$ cat src/rtl/ptc_delay.sv
// Enabled shift line that delays a word through Depth registers.
// No dependencies.
module ptc_delay #(
  parameter int unsigned Width = 64,
  parameter int unsigned Depth = 2
) (
  input  logic             clk_i,
  input  logic             en_i,
  input  logic [Width-1:0] d_i,
  output logic [Width-1:0] q_o
);

  logic [Width-1:0] tap_q [Depth];

  always_ff @(posedge clk_i) begin
    if (en_i) begin
      tap_q[0] <= d_i;
      for (int i = 1; i < Depth; i++) begin
        tap_q[i] <= tap_q[i-1];
      end
    end
  end

  assign q_o = tap_q[Depth-1];

endmodule

$ cat config.mk
export PLATFORM = sky130hd
export DESIGN_NAME = ptc_delay
export DESIGN_NICKNAME = d
export VERILOG_FILES = /design/src/rtl/ptc_delay.sv
export SDC_FILE = /design/constraint.sdc
export NUM_CORES = 1
export LEC_CHECK = 0
export ABC_AREA = 1
export ABC_CLOCK_PERIOD_IN_PS = 1100
export BUFFER_PORTS_ARGS = -buffer_cell sky130_fd_sc_hd__buf_2
export CAP_MARGIN = 20
export CORE_AREA = 2 2 79 138
export CTS_CLUSTER_SIZE = 16
export DETAILED_ROUTE_END_ITERATION = 16
export DIE_AREA = 0 0 81 140
export PLACE_DENSITY = 0.7
export RECOVER_POWER = 50
export SKIP_LAST_GASP = 1
export SLEW_MARGIN = 20
export SYNTH_ARGS = -nofsm -noshare
export SYNTH_HDL_FRONTEND = slang
export SYNTH_SLANG_ARGS = --single-unit
$ cat constraint.sdc
create_clock -name clk_i -period 1.1 [get_ports clk_i]
set_clock_uncertainty 0.15 [all_clocks]
set_input_delay 0.165 -clock clk_i [delete_from_list [all_inputs] [get_ports clk_i]]
set_output_delay 0.165 -clock clk_i [all_outputs]
set_load 0.01 [all_outputs]
==> impl_metrics.tcl <==
set metrics [dict create \
    status "finished with violations" \
    failed_checks "setup timing" \
    clock_tree.buffer_depth 2 \
    wl_per_cell_um 14.5 \
    whs_ns 0.261 \
    crit_buf_inv 1 \
    overflow 0 \
    worst_slew_pin_slew_ns 0.487 \
    hold_violations 0 \
    seq_area_um2 3840 \
    slew_viol_final 0 \
    place_area_um2 4720 \
    portBuffers 129 \
    grt_pass1_vias 2081 \
    core_um2 10200 \
    drtPass1Iterations 4 \
    power.density_nw_per_um2 1940 \
    ys_types 2 \
    crit_type "reg -> out" \
    multiInputGateArea_um2 0 \
    vias_per_cell 4.13 \
    top_register "tap_q" \
    fin_area_um2 5870 \
    power.static_leakage_nw 2.30 \
    synth.avg_cell_area_um2 22.5 \
    crit_slowest_cell "edfxtp_1" \
    place_hpwl_um 4570 \
    clkTransAtPathRegs_ns 0.06 \
    clkSinkCount 128 \
    largest_register_ffs 128 \
    place_inst 390 \
    layout_commonest_cell "edfxtp_1" \
    drtIter0Drc 87 \
    clock_latency_ns 0.40 \
    hp-class "reg -> reg" \
    critPathCaptureType "output pin" \
    fmax_mhz 799 \
    rsz0062_at_grt "true" \
    finalSetupViolCount 64 \
    reg_top3 "tap_q (128)" \
    io_pins 130 \
    instances_no_fill 487 \
    final_nets 412 \
    grt_antenna_before_repair 0 \
    fp-row-count 49 \
    setup.worst_path.start_class "flop" \
    synth_nets 258 \
    setup_ws_ns -0.151 \
    ys_seq_area_share_pct 88.9 \
    mappedNetlistArea_um2 4320 \
    cp_cell_sequence "buf_2" \
    required_ns 0.78 \
    gp_congestion 0.694 \
    arrival_ns 0.94 \
    max_slew_margin_pct 67.6 \
    cts_root_buf "clkbuf_16" \
    grt_usage_pct 13.6 \
    irDropWorstVdd_uv 1220 \
    syn_to_final_growth_pct 35.6 \
    period_needed_ns 1.25 \
    remaining_drc_errors 0 \
    vias 2013 \
    most-common-layout-cells "edfxtp_1 (128), buf_2 (127), dlygate4sd3_1 (64)" \
    dieArea_um2 11300 \
    initial_core_util_pct 42.5 \
    critical-path-max-stage-delay_ns 0.38 \
    ys_ff_latch 128 \
    post-cts-setup-buffers 0 \
    period_share_pct 114 \
    critPathMaxFanout 1 \
    grt_pass1_wl_um 10600 \
    cp_top_family "flip-flops" \
    postRouteAntennaNets 0 \
    final.fill_count 809 \
    h-tree-depth 4 \
    total_power_mw 11.4 \
    postRouteWirelength_um 7060 \
    syn_inst 192 \
    drive_above_1_share_pct 44.3 \
    cts_tree "yes" \
    die_y_um 140 \
    yosys_warnings 0 \
    grt_max_degree 43 \
    die_w_um 81 \
    cap_violations 0 \
    multi_input_cells 0 \
    numCtsBuffers 17 \
]
-- final cells by class --
class,count,area share (%)
flip-flops and latches,128,65.5
repair buffers,199,22.7
clock buffers,18,7.32
well taps,127,2.71
clock inverters,14,1.71
diodes,1,0.0427
-- per-stage QoR --
step	setup TNS [ns]	util, %	setup WS (ns)
2_1_floorplan	0	-	0.309
3_3_place_gp	0	46.4	0.0429
3_5_place_dp	0	46.4	0.0295
4_1_cts	-9.46	57.9	-0.190
5_1_grt	-10.86	57.6	-0.204
6_report	-7.68	57.6	-0.151
-- cells in the mapped netlist --
library cell / n / share of area, %
buf_4: 64 / 11
edfxtp_1: 128 / 89
-- logic make-up (layout without fill, tap and decap cells) --
| group | Yosys count | after routing | share of synthesized area (%) |
|---|---|---|---|
| buf+inv | 64 | 231 | 11.1 |
| other cells | 0 | 1 | 0 |
| flops | 128 | 128 | 88.9 |
-- routing by layer --
layer	GRT usage, %	part of all wire [%]
met1	12.7	33
met2	23.4	58
met3	4.64	5.2
met4	10.3	2.9
met5	0	0
-- report_power, final --
part / internal, mW / switching, mW
Clock: 3.04 / 1.84
Combinational: 0.340 / 0.301
Sequential: 5.79 / 0.0892
-- path summary, 6_finish.rpt --
kind            startpoint           end  slack, ns  cells after the start
max          tap_q[0][122]       q_o[58]      -0.15                      1
min           tap_q[0][14]  tap_q[0][78]       0.26                      0
max reg2reg   tap_q[0][23]  tap_q[0][87]       0.30                      0
min reg2reg   tap_q[0][14]  tap_q[0][78]       0.26                      0
-- repair_timing --
item | in CTS | in global routing
gates resized for setup | 0 | 2
hold endpoints to repair | 64 | 0
gates cloned | 0 | 0
hold buffers | 64 | 0
endpoints found under the setup margin | 64 | 64
Note: power is estimated with default switching activity, not from simulation.
